==> config.mk <==
export PLATFORM = sky130hd
export DESIGN_NAME = ppg_heart_rate_estimator_top
export DESIGN_NICKNAME = d
export VERILOG_FILES = /design/src/sv/phr_pkg.sv /design/src/sv/phr_qmul.sv /design/src/sv/phr_div.sv /design/src/sv/ppg_heart_rate_estimator_top.sv
export SDC_FILE = /design/constraint.sdc
export NUM_CORES = 2
export LEC_CHECK = 0
export BUFFER_PORTS_ARGS = -buffer_cell sky130_fd_sc_hd__buf_2
export CAP_MARGIN = 10
export CORE_ASPECT_RATIO = 1.25
export CORE_MARGIN = 2
export CORE_UTILIZATION = 55
export CTS_CLUSTER_DIAMETER = 60
export DETAILED_ROUTE_END_ITERATION = 6
export MAX_ROUTING_LAYER = met4
export PLACE_DENSITY = 0.79
export SLEW_MARGIN = 20
export SYNTH_ARGS = -nofsm -noshare
export SYNTH_HDL_FRONTEND = slang
export SYNTH_SLANG_ARGS = --single-unit
export TNS_END_PERCENT = 1
==> constraint.sdc <==
create_clock -name clk -period 12.8 [get_ports clk]
set_input_delay 1.92 -clock clk [delete_from_list [all_inputs] [get_ports clk]]
set_output_delay 1.92 -clock clk [all_outputs]
set_load 0.05 [all_outputs]
==> src/sv/phr_pkg.sv <==
// ----------------------------------------------------------------------------
// phr_pkg
// Shared constants and types for the PPG heart-rate estimator.
// ----------------------------------------------------------------------------
`default_nettype none
package phr_pkg;

  localparam int FracBitsDefault = 16;
  localparam int SampleW = 18;
  localparam int TimeW = 32;
  localparam int RateW = 12;
  localparam int CountW = 16;
  localparam int AcW = 19;
  localparam int CfgIdxW = 3;

  // register indexes
  localparam logic [CfgIdxW-1:0] RegAcMin = 3'd0;
  localparam logic [CfgIdxW-1:0] RegDcMin = 3'd1;
  localparam logic [CfgIdxW-1:0] RegDcMax = 3'd2;
  localparam logic [CfgIdxW-1:0] RegBpmMin = 3'd3;
  localparam logic [CfgIdxW-1:0] RegBpmMax = 3'd4;
  localparam logic [CfgIdxW-1:0] RegRefract = 3'd5;

  // filter gains numerators and denominators
  localparam int DcNum = 5;
  localparam int DcDen = 1000;
  localparam int LpNum = 15;
  localparam int LpDen = 100;
  localparam int AmpNum = 5;
  localparam int AmpDen = 100;
  localparam int ThrNum = 60;
  localparam int ThrDen = 100;

  // sequencer states
  typedef enum logic [3:0] {
    ST_IDLE,
    ST_DC_MUL,
    ST_LP_MUL,
    ST_AMP_MUL,
    ST_THR_MUL,
    ST_PEAK,
    ST_DIV_CHK,
    ST_DIV_RUN,
    ST_AVG_MUL,
    ST_AVG_DIV,
    ST_DONE
  } state_t;

endpackage
`default_nettype wire

==> src/sv/phr_qmul.sv <==
// ----------------------------------------------------------------------------
// phr_qmul
// Bit-serial signed by unsigned-gain multiply, round half away from zero.
// ----------------------------------------------------------------------------
`default_nettype none
module phr_qmul #(
  parameter int W = 40,
  parameter int GW = 17,
  parameter int FB = 16
) (
  input  wire logic              clk,
  input  wire logic              rst,
  input  wire logic              start,
  input  wire logic signed [W-1:0] v,
  input  wire logic [GW-1:0]     gain,
  output logic                   done,
  output logic signed [W-1:0]    prod
);
  localparam int AW = W + GW;
  localparam int CW = $clog2(GW + 1);

  logic [W-1:0] mag;
  logic [GW-1:0] gsh;
  logic [AW-1:0] acc;
  logic neg;
  logic busy;
  logic [CW-1:0] cnt;
  logic [AW-1:0] rnd;

  // shift-add one gain bit per cycle
  always_ff @(posedge clk) begin
    if (rst) begin
      busy <= 1'b0;
      done <= 1'b0;
    end else begin
      done <= !start && busy && cnt == CW'(GW - 1);
      if (start) begin
        busy <= 1'b1;
        cnt <= '0;
      end else if (busy) begin
        cnt <= cnt + 1'b1;
        if (cnt == CW'(GW - 1)) begin
          busy <= 1'b0;
        end
      end
    end
  end

  always_ff @(posedge clk) begin
    if (start) begin
      neg <= v[W-1];
      mag <= v[W-1] ? W'(-v) : W'(v);
      gsh <= gain;
      acc <= '0;
    end else if (busy) begin
      if (gsh[0]) acc <= acc + (AW'(mag) << cnt);
      gsh <= gsh >> 1;
    end
  end

  assign rnd = (acc + (AW'(1) << (FB - 1))) >> FB;
  assign prod = neg ? -$signed(W'(rnd)) : $signed(W'(rnd));
endmodule
`default_nettype wire

==> src/sv/phr_div.sv <==
// ----------------------------------------------------------------------------
// phr_div
// Restoring divider, one quotient bit per cycle.
// ----------------------------------------------------------------------------
`default_nettype none
module phr_div #(
  parameter int W = 32
) (
  input  wire logic         clk,
  input  wire logic         rst,
  input  wire logic         start,
  input  wire logic [W-1:0] num,
  input  wire logic [W-1:0] den,
  output logic              done,
  output logic [W-1:0]      quo
);
  localparam int CW = $clog2(W + 1);

  logic [W-1:0] rem;
  logic [W-1:0] nsh;
  logic [W-1:0] d;
  logic [CW-1:0] cnt;
  logic busy;
  logic [W:0] trial;

  assign trial = {rem, nsh[W-1]} - {1'b0, d};

  always_ff @(posedge clk) begin
    if (rst) begin
      busy <= 1'b0;
      done <= 1'b0;
    end else begin
      done <= !start && busy && cnt == CW'(W - 1);
      if (start) begin
        busy <= 1'b1;
        cnt <= '0;
      end else if (busy) begin
        cnt <= cnt + 1'b1;
        if (cnt == CW'(W - 1)) begin
          busy <= 1'b0;
        end
      end
    end
  end

  // shift one numerator bit into the remainder
  always_ff @(posedge clk) begin
    if (start) begin
      rem <= '0;
      nsh <= num;
      d <= den;
      quo <= '0;
    end else if (busy) begin
      nsh <= nsh << 1;
      if (!trial[W]) begin
        rem <= trial[W-1:0];
        quo <= {quo[W-2:0], 1'b1};
      end else begin
        rem <= {rem[W-2:0], nsh[W-1]};
        quo <= {quo[W-2:0], 1'b0};
      end
    end
  end
endmodule
`default_nettype wire

==> src/sv/ppg_heart_rate_estimator_top.sv <==
// ----------------------------------------------------------------------------
// ppg_heart_rate_estimator_top
// PPG heart-rate estimator: DC/AC filters, peak detection, beat rate.
// ----------------------------------------------------------------------------
// channel  dir  beat
// s_axis   in   tdata = ir_sample, timestamp_ms; tuser = restart
// m_axis   out  tdata = ac_value .. peak_total, one result per sample
// cfg      in   cfg_index selects register, cfg_data is the value
//
// Each multiply runs through the shared serial multiplier. With contact a
// sample takes four multiplies (DC, low-pass, amplitude, threshold) from
// accept to result, without contact three. A peak that gives a rate adds a
// serial divide, and a second one when the average needs its divide by 100.
// A restart sample goes from accept straight to the done state. One sample in
// flight; a finished result waits until the output register is free.
// rst is synchronous, restores register defaults and clears the filter, peak and rate state.
// ----------------------------------------------------------------------------
`default_nettype none
module ppg_heart_rate_estimator_top #(
  parameter int FRAC_BITS = phr_pkg::FracBitsDefault
) (
  input  wire logic        clk,
  input  wire logic        rst,
  input  wire logic        s_axis_tvalid,
  output logic             s_axis_tready,
  // [17:0] ir_sample, [49:18] timestamp_ms, [55:50] zero
  input  wire logic [55:0] s_axis_tdata,
  // [0] restart
  input  wire logic        s_axis_tuser,
  output logic             m_axis_tvalid,
  input  wire logic        m_axis_tready,
  // [18:0] ac_value, [19] skin_contact, [20] signal_good, [21] peak_found,
  // [22] rate_valid, [34:23] rate_instant, [46:35] rate_average,
  // [62:47] peak_total, [63] zero
  output logic [63:0]      m_axis_tdata,
  input  wire logic        cfg_valid,
  output logic             cfg_ready,
  input  wire logic [phr_pkg::CfgIdxW-1:0] cfg_index,
  input  wire logic [31:0] cfg_data
);
  import phr_pkg::*;

  localparam int W = SampleW + FRAC_BITS + 6;
  localparam int GW = FRAC_BITS + 1;
  localparam logic [GW-1:0] GDc = GW'(((DcNum << FRAC_BITS) + DcDen / 2) / DcDen);
  localparam logic [GW-1:0] GLp = GW'(((LpNum << FRAC_BITS) + LpDen / 2) / LpDen);
  localparam logic [GW-1:0] GAmp = GW'(((AmpNum << FRAC_BITS) + AmpDen / 2) / AmpDen);
  localparam logic [GW-1:0] GThr = GW'(((ThrNum << FRAC_BITS) + ThrDen / 2) / ThrDen);

  // configuration registers
  logic [SampleW-1:0] ac_min, dc_min, dc_max;
  logic [7:0] bpm_min, bpm_max;
  logic [15:0] holdoff_ms;

  assign cfg_ready = 1'b1;
  always_ff @(posedge clk) begin
    if (rst) begin
      ac_min <= 18'd30;
      dc_min <= 18'd20000;
      dc_max <= 18'd250000;
      bpm_min <= 8'd40;
      bpm_max <= 8'd200;
      holdoff_ms <= 16'd250;
    end else if (cfg_valid) begin
      case (cfg_index)
        RegAcMin: ac_min <= cfg_data[SampleW-1:0];
        RegDcMin: dc_min <= cfg_data[SampleW-1:0];
        RegDcMax: dc_max <= cfg_data[SampleW-1:0];
        RegBpmMin: bpm_min <= cfg_data[7:0];
        RegBpmMax: bpm_max <= cfg_data[7:0];
        RegRefract: holdoff_ms <= cfg_data[15:0];
        default: ;
      endcase
    end
  end

  // estimator state
  logic signed [W-1:0] dc_level, ac_smoothed, amplitude_avg, hist_prev, hist_prev2;
  logic signed [W-1:0] x, thr;
  logic [TimeW-1:0] now, last_peak_time, dt;
  logic have_peak, rate_ok, peak, restart;
  logic [CountW-1:0] peak_counter;
  logic [RateW-1:0] rate_last, rate_avg_reg, rate_new;

  state_t state, state_next;

  // shared multiplier
  logic mul_start, mul_done;
  logic signed [W-1:0] mul_v, mul_p;
  logic [GW-1:0] mul_g;

  phr_qmul #(.W(W), .GW(GW), .FB(FRAC_BITS)) u_mul (
    .clk(clk), .rst(rst), .start(mul_start), .v(mul_v), .gain(mul_g),
    .done(mul_done), .prod(mul_p)
  );

  // shared divider
  logic div_start, div_done;
  logic [TimeW-1:0] div_num, div_den, div_q;

  phr_div #(.W(TimeW)) u_div (
    .clk(clk), .rst(rst), .start(div_start), .num(div_num), .den(div_den),
    .done(div_done), .quo(div_q)
  );

  logic signed [W-1:0] lo_q, hi_q, acmin_q, thr_eff, ac;
  logic contact, signal_good, is_peak, range_ok;
  logic [TimeW+8:0] min_prod, max_prod;

  assign lo_q = W'({dc_min, FRAC_BITS'(0)});
  assign hi_q = W'({dc_max, FRAC_BITS'(0)});
  assign acmin_q = W'({ac_min, FRAC_BITS'(0)});
  assign contact = dc_level >= lo_q && dc_level <= hi_q;
  assign signal_good = contact && amplitude_avg >= acmin_q;
  assign ac = x - dc_level;
  assign thr_eff = thr < acmin_q ? acmin_q : thr;
  assign is_peak = hist_prev > hist_prev2 && hist_prev > ac_smoothed && hist_prev > thr_eff;
  assign dt = now - last_peak_time;
  assign min_prod = (TimeW+9)'(bpm_min) * (TimeW+9)'(dt);
  assign max_prod = (TimeW+9)'(bpm_max) * (TimeW+9)'(dt);
  assign range_ok = dt != '0 && min_prod <= (TimeW+9)'(60000) &&
                    max_prod >= (TimeW+9)'(60000);

  // next state
  always_comb begin
    state_next = state;
    case (state)
      ST_IDLE: if (s_axis_tvalid && s_axis_tready)
        state_next = s_axis_tuser ? ST_DONE : ST_DC_MUL;
      ST_DC_MUL: if (mul_done) state_next = ST_LP_MUL;
      ST_LP_MUL: if (mul_done) state_next = ST_AMP_MUL;
      ST_AMP_MUL: if (mul_done) state_next = contact ? ST_THR_MUL : ST_DONE;
      ST_THR_MUL: if (mul_done) state_next = ST_PEAK;
      ST_PEAK: begin
        if (is_peak && (!have_peak || dt >= TimeW'(holdoff_ms)))
          state_next = (have_peak && range_ok) ? ST_DIV_RUN : ST_DONE;
        else
          state_next = ST_DONE;
      end
      ST_DIV_RUN: if (div_done) state_next = ST_AVG_MUL;
      ST_AVG_MUL: state_next = (rate_avg_reg <= RateW'(1)) ? ST_DONE : ST_AVG_DIV;
      ST_AVG_DIV: if (div_done) state_next = ST_DONE;
      ST_DONE: if (!m_axis_tvalid || m_axis_tready) state_next = ST_IDLE;
      default: state_next = ST_IDLE;
    endcase
  end

  // control outputs
  always_comb begin
    mul_start = 1'b0;
    mul_v = '0;
    mul_g = '0;
    div_start = 1'b0;
    div_num = '0;
    div_den = '0;
    case (state)
      ST_IDLE: begin
        mul_start = s_axis_tvalid && s_axis_tready && !s_axis_tuser;
        mul_v = W'({s_axis_tdata[SampleW-1:0], FRAC_BITS'(0)}) - dc_level;
        mul_g = GDc;
      end
      ST_DC_MUL: begin
        mul_start = mul_done;
        mul_v = ac - mul_p - ac_smoothed;
        mul_g = GLp;
      end
      ST_LP_MUL: begin
        mul_start = mul_done;
        mul_v = (ac_smoothed + mul_p < 0 ? -(ac_smoothed + mul_p) : ac_smoothed + mul_p)
                - amplitude_avg;
        mul_g = GAmp;
      end
      ST_AMP_MUL: begin
        mul_start = mul_done && contact;
        mul_v = amplitude_avg + mul_p;
        mul_g = GThr;
      end
      ST_PEAK: begin
        div_start = is_peak && have_peak && dt >= TimeW'(holdoff_ms) && range_ok;
        div_num = TimeW'(960000) + (dt >> 1);
        div_den = dt;
      end
      ST_DIV_RUN: ;
      ST_AVG_MUL: begin
        div_start = rate_avg_reg > RateW'(1);
        div_num = TimeW'(85) * TimeW'(rate_avg_reg) + TimeW'(15) * TimeW'(rate_last) +
                  TimeW'(50);
        div_den = TimeW'(100);
      end
      default: ;
    endcase
  end

  assign s_axis_tready = state == ST_IDLE;
  assign rate_new = RateW'(div_q);

  // state and datapath registers
  always_ff @(posedge clk) begin
    if (rst) begin
      state <= ST_IDLE;
      m_axis_tvalid <= 1'b0;
      dc_level <= '0;
      ac_smoothed <= '0;
      amplitude_avg <= '0;
      hist_prev <= '0;
      hist_prev2 <= '0;
      last_peak_time <= '0;
      have_peak <= 1'b0;
      peak_counter <= '0;
      rate_last <= '0;
      rate_avg_reg <= '0;
      rate_ok <= 1'b0;
      peak <= 1'b0;
    end else begin
      state <= state_next;
      // result register: load when free, clear when taken
      if (state == ST_DONE && (!m_axis_tvalid || m_axis_tready)) begin
        m_axis_tvalid <= 1'b1;
      end else if (m_axis_tready) begin
        m_axis_tvalid <= 1'b0;
      end
      case (state)
        ST_IDLE: if (s_axis_tvalid && s_axis_tready) begin
          x <= W'({s_axis_tdata[SampleW-1:0], FRAC_BITS'(0)});
          now <= s_axis_tdata[SampleW +: TimeW];
          restart <= s_axis_tuser;
          peak <= 1'b0;
          if (s_axis_tuser) begin
            dc_level <= W'({s_axis_tdata[SampleW-1:0], FRAC_BITS'(0)});
            ac_smoothed <= '0;
            amplitude_avg <= '0;
            hist_prev <= '0;
            hist_prev2 <= '0;
            last_peak_time <= '0;
            have_peak <= 1'b0;
            peak_counter <= '0;
            rate_last <= '0;
            rate_avg_reg <= '0;
            rate_ok <= 1'b0;
          end
        end
        ST_DC_MUL: if (mul_done) dc_level <= dc_level + mul_p;
        ST_LP_MUL: if (mul_done) ac_smoothed <= ac_smoothed + mul_p;
        ST_AMP_MUL: if (mul_done) begin
          amplitude_avg <= amplitude_avg + mul_p;
          if (!contact) rate_ok <= 1'b0;
        end
        ST_THR_MUL: if (mul_done) thr <= mul_p;
        ST_PEAK: begin
          if (is_peak && (!have_peak || dt >= TimeW'(holdoff_ms))) begin
            if (have_peak && !range_ok) rate_ok <= 1'b0;
            last_peak_time <= now;
            have_peak <= 1'b1;
            if (peak_counter != '1) peak_counter <= peak_counter + 1'b1;
            peak <= 1'b1;
          end
          hist_prev2 <= hist_prev;
          hist_prev <= ac_smoothed;
        end
        ST_DIV_RUN: if (div_done) begin
          rate_last <= rate_new;
          rate_ok <= 1'b1;
        end
        ST_AVG_MUL: if (rate_avg_reg <= RateW'(1)) rate_avg_reg <= rate_last;
        ST_AVG_DIV: if (div_done) rate_avg_reg <= rate_new;
        ST_DONE: if (!m_axis_tvalid || m_axis_tready) begin
          m_axis_tdata <= {1'b0, peak_counter, rate_avg_reg, rate_last, rate_ok,
                           peak && !restart, signal_good, contact,
                           restart ? AcW'(0) : AcW'(ac_smoothed >>> FRAC_BITS)};
        end
        default: ;
      endcase
    end
  end
endmodule
`default_nettype wire

==> impl_metrics.json <==
{
  "synth.top_cells.by_count": "957 x inv_1, 916 x nand2_1, 794 x ha_1",
  "rows": 156,
  "dp_hpwl_um": 211000,
  "drive_above_1_share_pct": 7.45,
  "grt_pass1_vias": 73122,
  "synth_top_area_share_pct": 12.4,
  "worstSetupEndpointType": "flop",
  "globalRouteMet1Util_pct": 40.3,
  "track_usage_pct": 36.6,
  "ys_types": 97,
  "grt_overflow": 0,
  "avgSynthCellArea_um2": 8.40,
  "synth-seq-cells": 756,
  "fill_cells": 12546,
  "critical_path_class": "reg -> reg",
  "finalInstanceArea_um2": 86600,
  "largest_reg_flops": 63,
  "cp-start-kind": "flop",
  "synthTopCellsByArea": "ha_1 12%, fa_1 12%, dfxtp_1 12%",
  "numPortBuffers": 141,
  "grt_max_degree": 119,
  "tritoncts": "done",
  "async_reset_ff_share_pct": 0,
  "grt-busiest-layer": "met2",
  "top_register": "m_axis_tdata",
  "vias": 72206,
  "ant_nets": 0,
  "skew_ns": 0.0925,
  "cts_post_setup_buffers_inserted": 0,
  "crit_required_ns": 13.28,
  "hold_path.class": "reg -> reg",
  "maxCapViolations": 0,
  "synth_warnings": 0,
  "cp_data_arrival_time_ns": 12.28,
  "fmax_mhz": 84.7,
  "area_delta_synth_final_pct": 8.11,
  "antenna_found_initial": 8,
  "synthCells": 9542,
  "cts_buffers": 97,
  "io-pin-count": 164,
  "outcome": "finished clean",
  "setup_viol": 0,
  "dp_slack_ns": 1.22,
  "die_height_um": 431,
  "slowest_stage": "or4_1",
  "path_max_fanout": 18,
  "wl_um": 268000,
  "rsz0062_at_grt": "false",
  "drcViolationCount": 0,
  "setup_tns_ns": 0,
  "hold_viol_final": 0,
  "post-synth-top-area-cell": "ha_1",
  "path_clk_slew_ns": 0.06,
  "drt-initial-drc-count": 6170,
  "ctsResizeCount": 0,
  "wl_per_cell_um": 23.3,
  "cts_htree_levels": 3,
  "clock_sinks": 756,
  "vias_per_cell": 6.28,
  "synth-edff-count": 286,
  "post-route-period-util_pct": 92.2,
  "initial_core_util_pct": 55.4,
  "cts_buffer_depth": 3,
  "root_buffer": "clkbuf_16",
  "insertion_delay_ns": 0.79,
  "multiInputGateArea_um2": 56900,
  "met2_usage_pct": 60.7,
  "ys_seq_area_share_pct": 22.5,
  "layout_setup_ws_ns": 0.997,
  "place_congestion": 1.04,
  "top_regs": "m_axis_tdata (63), u_mul.acc (56)",
  "worst_pin_slew_ns": 1.11,
  "synthesis.nets": 10918,
  "core-area_um2": 145000,
  "die_x_um": 345,
  "grt_pass1_wl_um": 414000,
  "ff_latch_area_um2": 18000,
  "syn_area_um2": 80100,
  "dpl_cell_area_um2": 83200,
  "drtPass1Iterations": 7,
  "report.final.slew_viol_count": 0,
  "synth.most_common_cell": "inv_1",
  "nets": 10889,
  "met3_usage_pct": 5.76,
  "synth-main-ff-cell": "dfxtp_1",
  "holdBufCountCts": 0,
  "slew_headroom_pct": 25.3,
  "cpPeakStageDelay_ns": 0.69,
  "finalCriticalPeriod_ns": 11.80,
  "die_area_um2": 149000
}
## cells by family (layout without fill, tap and decap cells)
kind of cell | after synthesis | after routing | synth area share (%)
simple gates | 3034 | 3034 | 18.4
compound gates | 2325 | 2325 | 19.2
buf+inv | 1431 | 1486 | 6.77
fa+ha+maj | 1279 | 1279 | 24.5
flops | 756 | 756 | 22.5
xor+xnor | 511 | 511 | 5.66
mux | 204 | 204 | 3.01
other cells | 2 | 9 | 0.00937
## layer usage
| layer | vias up | wire, µm |
|---|---|---|
| met5 | - | 0 |
| met2 | 3066 | 128000 |
| met4 | 0 | 21700 |
| met3 | 934 | 20100 |
| met1 | 34904 | 97600 |
| li1 | 33302 | - |
## stage by stage
stage          instances  util (%)  hold slack (ns)
4_1_cts            11491      59.8            0.440
3_3_place_gp       11308      57.5            0.416
3_5_place_dp       11308      57.5            0.425
5_1_grt            11498      59.9            0.458
2_1_floorplan       9542         -            0.409
6_report           11500      59.9            0.438
## cell usage in the layout (no fill, tap or decap), drive strengths merged, types with 173 or more instances in the layout
| master | netlist | routed |
|---|---|---|
| a21o | 292 | 292 |
| a21oi | 656 | 656 |
| a22oi | 173 | 173 |
| and2 | 323 | 323 |
| buf | 51 | 344 |
| dfxtp | 470 | 470 |
| edfxtp | 286 | 286 |
| fa | 485 | 485 |
| ha | 794 | 794 |
| inv | 959 | 973 |
| nand2 | 916 | 916 |
| nand3 | 186 | 186 |
| nor2 | 735 | 735 |
| o21ai | 355 | 355 |
| xnor2 | 318 | 318 |
| xor2 | 190 | 190 |
## worst paths after layout
| kind | from | to | slack [ns] | depth (start not counted) |
|---|---|---|---|---|
| setup / recovery | u_mul.acc[15]$_SDFFE_PP0P_ | u_mul.mag[38]$_DFFE_PP_ | 1.0 | 44 |
| hold / removal | rate_ok$_SDFFE_PP0P_ | m_axis_tdata[22]$_DFFE_PP_ | 0.44 | 0 |
| setup reg to reg | u_mul.acc[15]$_SDFFE_PP0P_ | u_mul.mag[38]$_DFFE_PP_ | 1.0 | 44 |
| hold reg to reg | rate_ok$_SDFFE_PP0P_ | m_axis_tdata[22]$_DFFE_PP_ | 0.44 | 0 |
## cell type report
| class | count | share of cell area [%] |
|---|---|---|
| multi-input cells | 7355 | 65.8 |
| flip-flops and latches | 756 | 20.8 |
| inverters | 959 | 4.16 |
| clock buffers | 123 | 3.14 |
| well taps | 1896 | 2.74 |
| repair buffers | 344 | 2.63 |
| clock inverters | 60 | 0.769 |
| diodes | 7 | 0.0202 |
## worst max-delay path: cells and delay by family (launching register included)
| family | cells | cell delay (ns) |
|---|---|---|
| compound gates | 18 | 4.24 |
| buf+inv | 5 | 0.98 |
| fa+ha+maj | 3 | 1.13 |
| flops | 1 | 0.40 |
| simple gates | 13 | 3.88 |
| xor+xnor | 5 | 0.85 |
Power is left out: the tool's default activity adds up to more than one toggle a clock period on the data nets, which glitch-free logic cannot reach.
